$ cat config.mk
export PLATFORM = sky130hd
export DESIGN_NAME = digital_to_analog_control_ramp_core
export DESIGN_NICKNAME = d
export VERILOG_FILES = /design/src/sv/dcr_pkg.sv /design/src/sv/dcr_steer.sv /design/src/sv/dcr_pedal.sv /design/src/sv/digital_to_analog_control_ramp_core.sv
export SDC_FILE = /design/constraint.sdc
export NUM_CORES = 1
export LEC_CHECK = 0
export BUFFER_PORTS_ARGS = -buffer_cell sky130_fd_sc_hd__buf_2
export CORE_MARGIN = 2
export CORE_UTILIZATION = 30
export DETAILED_ROUTE_END_ITERATION = 12
export GPL_TIMING_DRIVEN = 0
export PLACE_DENSITY_LB_ADDON = 0.05
export SLEW_MARGIN = 20
export SYNTH_ARGS = -nofsm -noshare
export SYNTH_HDL_FRONTEND = slang
export SYNTH_SLANG_ARGS = --single-unit
$ cat constraint.sdc
create_clock -name i_clk -period 16.25 [get_ports i_clk]
set_input_delay 1.625 -clock i_clk [delete_from_list [all_inputs] [get_ports i_clk]]
set_output_delay 1.625 -clock i_clk [all_outputs]
set_load 0.005 [all_outputs]
$ cat src/sv/dcr_pkg.sv
// ---------------------------------------------------------------------------
// dcr_pkg: shared types and constants for the control ramp block
// Holds the configuration structures, register indexes, reset values and
// the reciprocal constants used by the scaling logic.
// ---------------------------------------------------------------------------
package dcr_pkg;

    // Register indexes of the configuration port.
    typedef enum logic [2:0] {
        CFG_STEER_STEP    = 3'd0,
        CFG_STEER_MIN     = 3'd1,
        CFG_STEER_MAX     = 3'd2,
        CFG_ACCEL_STEP    = 3'd3,
        CFG_BRAKE_STEP    = 3'd4,
        CFG_PEDAL_MIN     = 3'd5,
        CFG_PEDAL_MAX     = 3'd6,
        CFG_ALWAYS_UPDATE = 3'd7
    } t_cfg_idx;

    localparam int unsigned CFG_IDX_W  = 3;
    localparam int unsigned CFG_DATA_W = 8;

    // Payload widths.
    localparam int unsigned IN_DATA_W  = 8;
    localparam int unsigned OUT_DATA_W = 40;
    localparam int unsigned LEVEL_W    = 8;
    localparam int unsigned STEER_W    = 8;
    localparam int unsigned PEDAL_W    = 11;
    localparam int unsigned SUM_W      = 10;

    // Fixed points of the transfer curves.
    localparam logic [7:0] STEER_CENTRE = 8'h80;
    localparam logic [7:0] PEDAL_ZERO   = 8'h30;
    localparam logic [7:0] LEVEL_FULL   = 8'hFF;
    localparam logic [6:0] STEER_LIMIT  = 7'h7F;
    localparam logic signed [SUM_W-1:0] DEAD_BAND = 10'sd2;

    // Steering scale is x*256/0x70 = x*16/7; floor(16*m/7) = (m*4682) >> 11.
    localparam logic [12:0] STEER_RECIP = 13'd4682;
    localparam int unsigned STEER_SHIFT = 11;
    // Pedal scale is x*256/0x61; floor(256*m/97) = (m*43241) >> 14.
    localparam logic [15:0] PEDAL_RECIP = 16'd43241;
    localparam int unsigned PEDAL_SHIFT = 14;

    // Reset values of the configuration registers.
    localparam logic [7:0] RST_STEER_STEP = 8'd4;
    localparam logic [7:0] RST_STEER_MIN  = 8'd32;
    localparam logic [7:0] RST_STEER_MAX  = 8'd224;
    localparam logic [7:0] RST_ACCEL_STEP = 8'd8;
    localparam logic [7:0] RST_BRAKE_STEP = 8'd8;
    localparam logic [7:0] RST_PEDAL_MIN  = 8'd48;
    localparam logic [7:0] RST_PEDAL_MAX  = 8'd144;
    localparam logic       RST_ALWAYS_UPD = 1'b1;

    typedef struct packed {
        logic [7:0] step;
        logic [7:0] min_pos;
        logic [7:0] max_pos;
        logic       always_update;
    } t_steer_cfg;

    typedef struct packed {
        logic [7:0] step;
        logic [7:0] min_lvl;
        logic [7:0] max_lvl;
    } t_pedal_cfg;

    typedef struct packed {
        logic left_held;
        logic right_held;
        logic crash_mode;
        logic crash_freeze;
    } t_steer_in;

endpackage

$ cat src/sv/dcr_steer.sv
// ---------------------------------------------------------------------------
// dcr_steer: steering ramp, dead band tracking and command scaling
// Holds the steering position, the dead band state and the held command.
// State advances on every enabled cycle; next values are presented combinationally.
// ---------------------------------------------------------------------------
module dcr_steer (
    input  logic                     i_clk,
    input  logic                     i_rst_n,
    input  logic                     i_en,
    input  dcr_pkg::t_steer_in       i_btn,
    input  dcr_pkg::t_steer_cfg      i_cfg,
    output logic [7:0]               o_level,
    output logic signed [7:0]        o_cmd
);
    import dcr_pkg::*;

    logic [7:0]              r_pos;
    logic [7:0]              r_prev;
    logic signed [SUM_W-1:0] r_sum;
    logic signed [7:0]       r_held;

    logic [7:0]              n_pos;
    logic [7:0]              n_prev;
    logic signed [SUM_W-1:0] n_sum;
    logic signed [7:0]       n_held;

    logic signed [9:0] w_pos;
    logic signed [9:0] w_step;
    logic signed [9:0] w_min;
    logic signed [9:0] w_max;
    logic signed [9:0] w_ctr;
    logic signed [9:0] w_ramp;
    logic signed [9:0] w_clamp;
    logic signed [SUM_W-1:0] w_sum;
    logic signed [8:0] w_off;
    logic [7:0]        w_mag;
    logic [20:0]       w_prod;
    logic [9:0]        w_quo;
    logic [6:0]        w_lim;
    logic signed [7:0] w_scaled;
    logic signed [7:0] w_new_cmd;
    logic              w_update;

    assign w_pos  = $signed({2'b00, r_pos});
    assign w_step = $signed({2'b00, i_cfg.step});
    assign w_min  = $signed({2'b00, i_cfg.min_pos});
    assign w_max  = $signed({2'b00, i_cfg.max_pos});
    assign w_ctr  = $signed({2'b00, STEER_CENTRE});

    // Ramp toward the pressed side, snapping to centre first; else return to centre.
    always_comb begin
        w_ramp = w_pos;
        if (i_btn.left_held) begin
            w_ramp = ((w_pos > w_ctr) ? w_ctr : w_pos) - w_step;
            if (w_ramp < w_min) w_ramp = w_min;
        end else if (i_btn.right_held) begin
            w_ramp = ((w_pos < w_ctr) ? w_ctr : w_pos) + w_step;
            if (w_ramp > w_max) w_ramp = w_max;
        end else if (w_pos < w_ctr) begin
            w_ramp = w_pos + w_step;
            if (w_ramp > w_ctr) w_ramp = w_ctr;
        end else if (w_pos > w_ctr) begin
            w_ramp = w_pos - w_step;
            if (w_ramp < w_ctr) w_ramp = w_ctr;
        end
    end

    // Final clamp; the minimum is tested first.
    always_comb begin
        if (w_ramp < w_min) w_clamp = w_min;
        else if (w_ramp > w_max) w_clamp = w_max;
        else w_clamp = w_ramp;
    end

    assign n_pos = w_clamp[7:0];

    // Scale (pos - centre) * 16 / 7, truncated toward zero and limited to +-127.
    assign w_off  = $signed({1'b0, n_pos}) - $signed({1'b0, STEER_CENTRE});
    assign w_mag  = w_off[8] ? 8'(-w_off) : w_off[7:0];
    assign w_prod = 21'(w_mag) * 21'(STEER_RECIP);
    assign w_quo  = w_prod[20:STEER_SHIFT];
    assign w_lim  = (w_quo > 10'(STEER_LIMIT)) ? STEER_LIMIT : w_quo[6:0];
    assign w_scaled = w_off[8] ? -$signed({1'b0, w_lim}) : $signed({1'b0, w_lim});
    assign w_new_cmd = i_btn.crash_freeze ? 8'sd0 : w_scaled;

    // Dead band tracking of the accumulated change.
    assign w_sum = r_sum + ($signed({2'b00, n_pos}) - $signed({2'b00, r_prev}));
    assign w_update = i_cfg.always_update || (w_sum > DEAD_BAND) || (w_sum < -DEAD_BAND);

    always_comb begin
        n_prev = r_prev;
        n_sum  = r_sum;
        n_held = r_held;
        if (i_btn.crash_mode) begin
            n_held = w_new_cmd;
        end else begin
            n_prev = n_pos;
            if (w_update) begin
                n_sum  = '0;
                n_held = w_new_cmd;
            end else begin
                n_sum = w_sum;
            end
        end
    end

    // State registers.
    always_ff @(posedge i_clk) begin
        if (!i_rst_n) begin
            r_pos  <= STEER_CENTRE;
            r_prev <= STEER_CENTRE;
            r_sum  <= '0;
            r_held <= '0;
        end else if (i_en) begin
            r_pos  <= n_pos;
            r_prev <= n_prev;
            r_sum  <= n_sum;
            r_held <= n_held;
        end
    end

    assign o_level = n_pos;
    assign o_cmd   = n_held;

endmodule

$ cat src/sv/dcr_pedal.sv
// ---------------------------------------------------------------------------
// dcr_pedal: pedal level ramp and command scaling
// Ramps one pedal level up or down with saturation, clamps it and scales it
// as (p - 0x30) * 256 / 0x61 truncated toward zero.
// ---------------------------------------------------------------------------
module dcr_pedal (
    input  logic                     i_clk,
    input  logic                     i_rst_n,
    input  logic                     i_en,
    input  logic                     i_held,
    input  dcr_pkg::t_pedal_cfg      i_cfg,
    output logic signed [dcr_pkg::PEDAL_W-1:0] o_cmd
);
    import dcr_pkg::*;

    logic [7:0]  r_level;
    logic [7:0]  n_level;
    logic [8:0]  w_up;
    logic [7:0]  w_clamp;
    logic signed [8:0] w_off;
    logic [7:0]  w_mag;
    logic [23:0] w_prod;
    logic [9:0]  w_quo;

    // Saturating ramp within 0..255.
    assign w_up = {1'b0, r_level} + {1'b0, i_cfg.step};
    always_comb begin
        if (i_held) n_level = w_up[8] ? LEVEL_FULL : w_up[7:0];
        else        n_level = (r_level < i_cfg.step) ? 8'd0 : (r_level - i_cfg.step);
    end

    // Clamp; the minimum is tested first.
    always_comb begin
        if (n_level < i_cfg.min_lvl)      w_clamp = i_cfg.min_lvl;
        else if (n_level > i_cfg.max_lvl) w_clamp = i_cfg.max_lvl;
        else                              w_clamp = n_level;
    end

    // Scale by reciprocal multiply on the magnitude, then restore the sign.
    assign w_off  = $signed({1'b0, w_clamp}) - $signed({1'b0, PEDAL_ZERO});
    assign w_mag  = w_off[8] ? 8'(-w_off) : w_off[7:0];
    assign w_prod = 24'(w_mag) * 24'(PEDAL_RECIP);
    assign w_quo  = w_prod[23:PEDAL_SHIFT];
    assign o_cmd  = w_off[8] ? -$signed({1'b0, w_quo}) : $signed({1'b0, w_quo});

    always_ff @(posedge i_clk) begin
        if (!i_rst_n) begin
            r_level <= '0;
        end else if (i_en) begin
            r_level <= n_level;
        end
    end

endmodule

$ cat src/sv/digital_to_analog_control_ramp_core.sv
// ---------------------------------------------------------------------------
// digital_to_analog_control_ramp_core: button to analog control ramp
// Each accepted request is held in the input register, then one pass of ramp
// and scaling logic writes its result into the result register.
// Throughput: one request per cycle; the result register stalls only on
// downstream backpressure. Reset (synchronous, active low) centres steering,
// zeroes pedals and held command, and loads default configuration values.
// ---------------------------------------------------------------------------
module digital_to_analog_control_ramp_core (
    input  logic                              i_clk,
    input  logic                              i_rst_n,
    // Configuration write port.
    input  logic                              i_cfg_we,
    input  logic [dcr_pkg::CFG_IDX_W-1:0]     i_cfg_idx,
    input  logic [dcr_pkg::CFG_DATA_W-1:0]    i_cfg_data,
    // Input stream.
    input  logic                              i_s_axis_tvalid,
    output logic                              o_s_axis_tready,
    // [0] left_held, [1] right_held, [2] accel_held, [3] brake_held,
    // [4] crash_mode, [5] crash_freeze, [7:6] zero
    input  logic [dcr_pkg::IN_DATA_W-1:0]     i_s_axis_tdata,
    // Result stream.
    output logic                              o_m_axis_tvalid,
    input  logic                              i_m_axis_tready,
    // [7:0] steer_cmd, [18:8] accel_cmd, [29:19] brake_cmd,
    // [37:30] steer_level, [39:38] zero
    output logic [dcr_pkg::OUT_DATA_W-1:0]    o_m_axis_tdata
);
    import dcr_pkg::*;

    // Configuration registers.
    t_steer_cfg r_steer_cfg;
    t_pedal_cfg r_accel_cfg;
    t_pedal_cfg r_brake_cfg;

    always_ff @(posedge i_clk) begin
        if (!i_rst_n) begin
            r_steer_cfg <= '{step: RST_STEER_STEP, min_pos: RST_STEER_MIN,
                             max_pos: RST_STEER_MAX, always_update: RST_ALWAYS_UPD};
            r_accel_cfg <= '{step: RST_ACCEL_STEP, min_lvl: RST_PEDAL_MIN,
                             max_lvl: RST_PEDAL_MAX};
            r_brake_cfg <= '{step: RST_BRAKE_STEP, min_lvl: RST_PEDAL_MIN,
                             max_lvl: RST_PEDAL_MAX};
        end else if (i_cfg_we) begin
            unique case (t_cfg_idx'(i_cfg_idx))
                CFG_STEER_STEP:    r_steer_cfg.step <= i_cfg_data;
                CFG_STEER_MIN:     r_steer_cfg.min_pos <= i_cfg_data;
                CFG_STEER_MAX:     r_steer_cfg.max_pos <= i_cfg_data;
                CFG_ACCEL_STEP:    r_accel_cfg.step <= i_cfg_data;
                CFG_BRAKE_STEP:    r_brake_cfg.step <= i_cfg_data;
                CFG_PEDAL_MIN: begin
                    r_accel_cfg.min_lvl <= i_cfg_data;
                    r_brake_cfg.min_lvl <= i_cfg_data;
                end
                CFG_PEDAL_MAX: begin
                    r_accel_cfg.max_lvl <= i_cfg_data;
                    r_brake_cfg.max_lvl <= i_cfg_data;
                end
                CFG_ALWAYS_UPDATE: r_steer_cfg.always_update <= i_cfg_data[0];
                default: ;
            endcase
        end
    end

    // Pipeline control: the input stage moves on whenever the result
    // register is empty or being drained.
    logic       r_in_v;
    logic [5:0] r_in_d;
    logic       r_out_v;
    logic [OUT_DATA_W-1:0] r_out_d;
    logic       w_adv;
    logic       w_fire;

    assign w_adv  = !r_out_v || i_m_axis_tready;
    assign w_fire = r_in_v && w_adv;
    assign o_s_axis_tready = !r_in_v || w_adv;

    always_ff @(posedge i_clk) begin
        if (!i_rst_n) begin
            r_in_v  <= 1'b0;
            r_out_v <= 1'b0;
        end else begin
            if (o_s_axis_tready) r_in_v <= i_s_axis_tvalid;
            if (w_adv)           r_out_v <= r_in_v;
        end
    end

    // Input payload register.
    always_ff @(posedge i_clk) begin
        if (i_s_axis_tvalid && o_s_axis_tready) r_in_d <= i_s_axis_tdata[5:0];
    end

    // Processing units.
    t_steer_in         w_btn;
    logic [7:0]        w_level;
    logic signed [7:0] w_steer_cmd;
    logic signed [PEDAL_W-1:0] w_accel_cmd;
    logic signed [PEDAL_W-1:0] w_brake_cmd;

    assign w_btn = '{left_held: r_in_d[0], right_held: r_in_d[1],
                     crash_mode: r_in_d[4], crash_freeze: r_in_d[5]};

    dcr_steer u_steer (
        .i_clk   (i_clk),
        .i_rst_n (i_rst_n),
        .i_en    (w_fire),
        .i_btn   (w_btn),
        .i_cfg   (r_steer_cfg),
        .o_level (w_level),
        .o_cmd   (w_steer_cmd)
    );

    dcr_pedal u_accel (
        .i_clk   (i_clk),
        .i_rst_n (i_rst_n),
        .i_en    (w_fire),
        .i_held  (r_in_d[2]),
        .i_cfg   (r_accel_cfg),
        .o_cmd   (w_accel_cmd)
    );

    dcr_pedal u_brake (
        .i_clk   (i_clk),
        .i_rst_n (i_rst_n),
        .i_en    (w_fire),
        .i_held  (r_in_d[3]),
        .i_cfg   (r_brake_cfg),
        .o_cmd   (w_brake_cmd)
    );

    // Result register.
    always_ff @(posedge i_clk) begin
        if (w_fire) begin
            r_out_d <= {2'b00, w_level, w_brake_cmd, w_accel_cmd, w_steer_cmd};
        end
    end

    assign o_m_axis_tvalid = r_out_v;
    assign o_m_axis_tdata  = r_out_d;

    // Checks on the pipeline control and the result ranges.
    a_stall_blocks_input: assert property (@(posedge i_clk) disable iff (!i_rst_n)
        (r_in_v && !w_adv) |-> !o_s_axis_tready)
        else $error("input accepted while the input stage is stalled");

    a_fire_fills_output: assert property (@(posedge i_clk) disable iff (!i_rst_n)
        w_fire |=> r_out_v)
        else $error("processed request did not reach the result register");

    a_steer_cmd_range: assert property (@(posedge i_clk) disable iff (!i_rst_n)
        r_out_v |-> (r_out_d[7:0] != 8'h80))
        else $error("steering command outside +-127");

    a_accel_cmd_range: assert property (@(posedge i_clk) disable iff (!i_rst_n)
        r_out_v |-> ($signed(r_out_d[18:8]) >= -11'sd127)
                    && ($signed(r_out_d[18:8]) <= 11'sd546))
        else $error("accelerator command out of range");

    a_idle_no_output: assert property (@(posedge i_clk) disable iff (!i_rst_n)
        (!r_in_v && i_m_axis_tready) |=> !r_out_v)
        else $error("result appeared without a request in flight");

endmodule
Yosys cells after proc, flatten, opt, wreduce, memory -nomap -nowiden
Cells that the tools add are included.
{"block": "word_totals", "ff_bits": 153, "output_inout_bits": 42}
{"block": "op_classes", "n_addsub": 19, "n_mul": 3, "magnitude_cmp": 17, "eq_ne": 7, "n_mux": 33, "n_bitwise": 1, "reduce_logical": 18}
{"cell": "2-to-1 mux 8 bit", "n": 21}
{"cell": "2-to-1 mux 10 bit", "n": 11}
{"cell": "multiplier 8 x 16 -> 24 bit, second input constant", "n": 2}
{"cell": "less-than comparator 8 bit", "n": 4}
{"cell": "adder 8 x 8 -> 9 bit", "n": 3}
{"cell": "negator 8 bit", "n": 3}
{"cell": "negator 10 -> 11 bit", "n": 2}
{"cell": "greater-than comparator 10 x 9 -> 1 bit", "n": 2}
{"cell": "less-than comparator 10 x 9 -> 1 bit", "n": 2}
{"cell": "multiplier 8 x 12 -> 20 bit, second input constant", "n": 1}
{"cell": "AND reduction 2 bit", "n": 9}
{"cell": "subtractor 8 x 6 -> 9 bit, second input constant", "n": 2}
{"cell": "subtractor 8 x 8 -> 9 bit", "n": 2}
{"cell": "greater-than comparator 8 bit", "n": 2}
{"cell": "subtractor 8 bit", "n": 2}
{"cell": "equality test 3 bit, second input constant", "n": 4}
{"cell": "adder 10 bit", "n": 1}
{"cell": "adder 10 x 9 -> 10 bit", "n": 1}
{"cell": "greater-than comparator 10 x 3 -> 1 bit, second input constant", "n": 1}
{"cell": "greater-than comparator 10 x 7 -> 1 bit, second input constant", "n": 1}
{"cell": "greater-than comparator 10 x 9 -> 1 bit, second input constant", "n": 1}
{"cell": "less-than comparator 10 x 2 -> 1 bit, second input constant", "n": 1}
{"cell": "less-than comparator 10 x 9 -> 1 bit, second input constant", "n": 1}
{"cell": "subtractor 10 x 9 -> 10 bit", "n": 1}
{"cell": "other kinds (12)", "n": 18}

Longest topological paths before layout
{"block": "logic_depth", "ltp_word": 21, "ltp_mapped": 65, "ltp_nobuf": 60}

Modules after synthesis
Synthesis repeated with hierarchy kept, for this count alone.
{"block": "unflattened", "hier_cells": 2320, "hier_area_um2": 19456.2}
{"module": "dcr_steer", "n_inst": 1, "cells_per_inst": 909, "area_per_inst_um2": 6881.6, "seq_area_each_um2": 680.7}
{"module": "dcr_pedal at u_accel", "n_inst": 1, "cells_per_inst": 586, "area_per_inst_um2": 4468.0, "seq_area_each_um2": 160.2}
{"module": "dcr_pedal at u_brake", "n_inst": 1, "cells_per_inst": 553, "area_per_inst_um2": 4443.0, "seq_area_each_um2": 160.2}
{"module": "digital_to_analog_control_ramp_core", "n_inst": 1, "cells_per_inst": 272, "area_per_inst_um2": 3663.5, "seq_area_each_um2": 2502.4}

Least setup slack after synthesis
OpenSTA, ideal clock, no wires.
{"block": "synth_timing", "path_type": "reg-to-reg", "from": "register u_steer.r_pos[7]", "to": "register r_out_d[6] (netlist: o_m_axis_tdata[6]), data pin", "setup_ns": 0.261, "t_arrival_ns": 11.098, "setup_slack_ns": 4.891, "path_stages_with_launch": 62, "path_buffers": 6, "period_less_slack_ns": 11.359, "cell_sequence": "dfxtp_1 > clkbuf_1 > and2_1 > ha_1 > a21o_1 > a21oi_1 > o21ai_0 > a311o_1 > xnor2_1 > ha_1 > and4_1 > a22oi_1 > or3_1 > a21oi_1 > clkbuf_1 > nor2_1 > a21oi_1 > nor2_1 > [26 not listed] > a21o_1 > a21o_1 > a21oi_1 > nor2_1 > o21a_1 > o21ai_0 > nand2b_1 > a21oi_1 > nor2b_1 > a221oi_2 > or2_1 > buf_4 > nor2_1 > ha_1 > nor3b_1 > and3_1 > o21a_1 > o21ai_0"}
{"block": "synth_via", "elab_chain_cells": 21, "elab_cells_between_ends": 41, "cone_classes": "add/sub: 9; mul: 1; order compare: 11; mux: 18; reduce/logical: 2"}
{"element": "start, declared", "line_no": "dcr_steer.sv:17", "text": "logic [7:0] r_pos;"}
{"element": "start signal, assigned", "line_no": "dcr_steer.sv:115", "text": "r_pos <= n_pos;"}
{"element": "less-than comparator 8 bit / subtractor 8 x 8 -> 9 bit (equally long branches)", "line_no": "dcr_steer.sv:57, dcr_steer.sv:59, dcr_steer.sv:63"}
{"element": "2-to-1 mux 8 bit / less-than comparator 10 x 9 -> 1 bit (equally long branches)", "line_no": "dcr_steer.sv:57, dcr_steer.sv:64"}
{"element": "adder 10 x 9 -> 10 bit / 2-to-1 mux 10 bit (equally long branches)", "line_no": "dcr_steer.sv:57, dcr_steer.sv:64"}
{"element": "greater-than comparator 10 x 9 -> 1 bit / 2-to-1 mux 10 bit (equally long branches)", "line_no": "dcr_steer.sv:58, dcr_steer.sv:62"}
{"element": "2-to-1 mux 10 bit, on equally long branches", "line_no": "dcr_steer.sv:58, dcr_steer.sv:59"}
{"element": "2-to-1 mux 10 bit", "line_no": "dcr_steer.sv:56", "text": "end else if (i_btn.right_held) begin"}
{"element": "2-to-1 mux 10 bit (*)", "line_no": "dcr_steer.sv:53", "text": "if (i_btn.left_held) begin"}
{"element": "greater-than comparator 10 x 9 -> 1 bit", "line_no": "dcr_steer.sv:71", "text": "else if (w_ramp > w_max) w_clamp = w_max;"}
{"element": "[2 not listed]"}
{"element": "named net u_steer.o_level[1]", "line_no": "dcr_steer.sv:12", "text": "output logic [7:0] o_level,"}
{"element": "[4 not listed]"}
{"element": "greater-than comparator 10 x 7 -> 1 bit", "line_no": "dcr_steer.sv:82", "text": "assign w_lim = (w_quo > 10'(STEER_LIMIT)) ? STEER_LIMIT : w_quo[6:0];"}
{"element": "2-to-1 mux 7 bit", "line_no": "dcr_steer.sv:82"}
{"element": "negator 7 -> 8 bit", "line_no": "dcr_steer.sv:83", "text": "assign w_scaled = w_off[8] ? -$signed({1'b0, w_lim}) : $signed({1'b0, w_lim});"}
{"element": "2-to-1 mux 8 bit", "line_no": "dcr_steer.sv:83"}
{"element": "2-to-1 mux 8 bit", "line_no": "dcr_steer.sv:84", "text": "assign w_new_cmd = i_btn.crash_freeze ? 8'sd0 : w_scaled;"}
{"element": "2-to-1 mux 8 bit", "line_no": "dcr_steer.sv:98", "text": "if (w_update) begin"}
{"element": "2-to-1 mux 8 bit (*)", "line_no": "dcr_steer.sv:94", "text": "if (i_btn.crash_mode) begin"}
{"element": "named net u_steer.o_cmd[6]", "line_no": "dcr_steer.sv:13", "text": "output logic signed [7:0] o_cmd"}
{"element": "end signal, assigned", "line_no": "digital_to_analog_control_ramp_core.sv:134", "text": "r_out_d <= {2'b00, w_level, w_brake_cmd, w_accel_cmd, w_steer_cmd};"}
{"element": "end, declared", "line_no": "digital_to_analog_control_ramp_core.sv:70", "text": "logic [OUT_DATA_W-1:0] r_out_d;"}
Mark *: on every way through the listed nets, which the timed path passes. The rest lies on a longest branch.
A chain may end at the register's enable or synchronous reset.

Final worst setup path
{"block": "layout_timing", "from": "register u_steer.r_pos[7]", "to": "register r_out_d[4] (netlist: o_m_axis_tdata[4]), data pin"}
The elaborated chain is that of the path after synthesis.

==> results_tabular.tex <==
\begin{tabular}{lr}
\hline
Metric & Value \\
\hline
\multicolumn{2}{l}{\textbf{Run status}} \\
Outcome & complete, no violations \\
\multicolumn{2}{l}{\textbf{Setup path}} \\
Largest driver fanout on the critical path & 11 \\
Critical Path End Type & flip-flop \\
Worst flop-to-flop path startpoint & u\_steer.r\_pos[7] \\
Crit Path Category & flip-flop to flip-flop \\
Required time at the worst-slack endpoint & 16,460 ps \\
Launch point of the worst path & u\_steer.r\_pos[7] \\
Slowest cell delay on critical path & 670 ps \\
Worst path most repeated cell & a21oi\_1 \\
Worst-path cell with the longest stage delay & clkbuf\_1 \\
Data arrival time at the worst-slack endpoint & 14,480 ps \\
Worst Setup Start Kind & flip-flop \\
\multicolumn{2}{l}{\textbf{Logic synthesis}} \\
Post-synthesis cell count & 2,267 \\
Number of synthesized flops with an enable pin & 44 \\
Portion of synthesized cell area occupied by the leading cell type & 0.211 \\
Yosys cell types & 92 \\
Most area-consuming cells after synthesis & ha\_1 21\%, dfxtp\_1 12\%, edfxtp\_1 7.2\% \\
Synthesized area & 0.0183 mm2 \\
Commonest cells in the netlist & 308 x ha\_1, 283 x inv\_1, 250 x nand2\_1 \\
Count of warnings emitted by yosys & 0 \\
Synthesized area per cell & 8.07 um2 \\
FF+latch count, synth & 153 \\
Register area share after synthesis & 0.192 \\
Most numerous cell in the Yosys netlist & ha\_1 \\
Proportion of register bits with asynchronous set or reset after synthesis & 0 \\
Most common flop cell mapped by yosys & dfxtp\_1 \\
Cell accounting for the most synthesized area & ha\_1 \\
\multicolumn{2}{l}{\textbf{Cells and area}} \\
Util after Layout & 0.335 \\
Non-Filler Cell Area, Final & 0.0202 mm2 \\
Multi-input gate area in the final layout & 0.0134 mm2 \\
Area grow syn2layout & 10.5\% \\
ANT cells & 0 \\
Sequential Area & 0.00350 mm2 \\
Ratio of cells with drive above 1 in the final layout & 0.0703 \\
Fillcell total & 6,471 \\
Net total in the final layout & 2,740 \\
\multicolumn{2}{l}{\textbf{Worst hold path}} \\
Hold Path Class & flip-flop to flip-flop \\
Startpoint of the lowest-slack hold path & r\_brake\_cfg[11] \\
\multicolumn{2}{l}{\textbf{CTS}} \\
Number of buffers inserted during clock tree synthesis & 17 \\
Resized cells post-CTS & 0 \\
CTS H-tree lvls & 4 \\
Hold\_buf cts & 0 \\
Number of buffers between clock root and the deepest sink & 2 \\
Clk sink count & 153 \\
Post-CTS Setup Repair Bufs & 0 \\
CTS root buffer & clkbuf\_16 \\
Clock slew at reported path FFs & 70 ps \\
CTS tree & done \\
Skew-Pair Late Insertion Delay & 480 ps \\
\multicolumn{2}{l}{\textbf{Route}} \\
Post-route ant nets & 0 \\
Final Routed Wirelength & 57,800 um \\
Detailed router's first-iteration violation count & 849 \\
\# DRC & 0 \\
Mean number of vias per cell & 5.17 \\
Average wire per cell in the routed design & 18.4 um \\
Number of iterations in the first detailed-routing pass & 9 \\
DR vias & 16,239 \\
\multicolumn{2}{l}{\textbf{Run}} \\
Total of max-cap violations & 0 \\
\multicolumn{2}{l}{\textbf{Placement}} \\
Detailed-placement wirelength estimate & 46,800 um \\
Port buffer count & 58 \\
Placed cell area & 0.0196 mm2 \\
Routability-driven placement congestion ratio & 0.836 \\
\multicolumn{2}{l}{\textbf{STA}} \\
Pin slew with the least headroom to its limit & 1150 ps \\
Final setup violation count & 0 \\
Setup Skew & 17.5 ps \\
Crit share post-route & 0.878 \\
Setup repair after global routing missed its margin & false \\
Max-slew violations & 0 \\
Total negative setup slack & 0 ps \\
Max Clock Freq & 70.1 MHz \\
Total count of hold-check failures in the final report & 0 \\
Minimum clock period after layout & 14,270 ps \\
Max-slew headroom at the worst pin & 0.236 \\
\multicolumn{2}{l}{\textbf{Global route}} \\
Antenna violations before repair & 1 \\
Largest net degree at the start of global routing & 19 \\
Via count of the first global-routing pass & 16,023 \\
First-pass GRT wire length & 91,400 um \\
GRT Overall Usage & 0.186 \\
Remaining global-route overflow & 0 \\
\multicolumn{2}{l}{\textbf{Floorplan}} \\
Ports & 66 \\
Die Width & 251 um \\
Die Area & 0.0630 mm2 \\
Std-Cell Rows & 90 \\
Floorplan die height & 251 um \\
Core Footprint & 0.0604 mm2 \\
Starting Density & 0.303 \\
\hline
\end{tabular}
==> final timing paths <==
kind / cells past startpoint / endpoint / slack (ps)
setup / recovery: 60 / o_m_axis_tdata[4] / 1980
hold / removal: 2 / r_brake_cfg[11] / 460
setup reg to reg: 60 / o_m_axis_tdata[4] / 1980
hold reg to reg: 2 / r_brake_cfg[11] / 460
==> critical path: cells and delay by family, from the launching register on <==
kind            cells  cell delay (ps)
simple gates       13             1970
xor+xnor            3              800
mux                 1              400
flops               1              650
buf+inv             8             2220
fa+ha+maj           9             2810
compound gates     26             5170
==> placed cells by master, fill, tap and decap left out, drive strengths merged, types with 28 or more instances in the layout <==
cell,instances
buf,82
a21o,56
xnor2,54
o21ai,89
nor3,44
o211ai,31
clkbuf,64
nand2b,44
nor2,151
a31oi,28
fa,61
nor2b,31
edfxtp,44
ha,308
inv,292
nand2,250
dfxtp,109
a21oi,207
==> flip-flops by register name, summed over array words and instances (netlist names) <==
register / cells
o_m_axis_tdata: 38
o_m_axis_tvalid: 1
u_steer.r_held: 8
u_accel.r_level: 8
r_in_v: 1
u_steer.r_prev: 8
r_in_d: 6
r_brake_cfg: 24
r_accel_cfg: 8
u_brake.r_level: 8
u_steer.r_pos: 8
r_steer_cfg: 25
u_steer.r_sum: 10
==> per-layer routing <==
metal  part of all wire  GRT usage  vias to the layer above
li1                   -          -                     8165
met1               0.52      0.273                     7740
met2               0.43      0.292                      295
met3              0.034     0.0223                       37
met4              0.011     0.0395                        2
met5            0.00028          0                        -
==> cell families (layout without fill, tap and decap cells) <==
logic type | count (synthesis) | after routing | synth area share
mux | 30 | 30 | 0.0170
buf+inv | 352 | 444 | 0.0754
simple gates | 668 | 668 | 0.174
compound gates | 613 | 613 | 0.225
xor+xnor | 81 | 81 | 0.0392
flops | 153 | 153 | 0.192
other cells | 1 | 2 | 0.000205
fa+ha+maj | 369 | 369 | 0.277
==> layout make-up <==
class / count / area share
multi-input combinational: 1763 / 0.664
sequential: 153 / 0.173
inverter: 286 / 0.0531
tap: 782 / 0.0484
clock buffer: 20 / 0.0236
timing repair buffer: 60 / 0.0171
buffer: 66 / 0.0152
clock inverter: 12 / 0.00514
==> per-stage QoR <==
stage / worst slack, ps / hold WS [ps] / instances
floorplan: 4890 / 436 / 2268
global placement: 2060 / 445 / 3108
detailed placement: 2080 / 454 / 3110
CTS: 2050 / 465 / 3142
global route: 880 / 482 / 3142
finish: 1980 / 462 / 3142
Power is not shown: default switching activity piles up to over one toggle a cycle in this logic, so the estimate is an artifact.
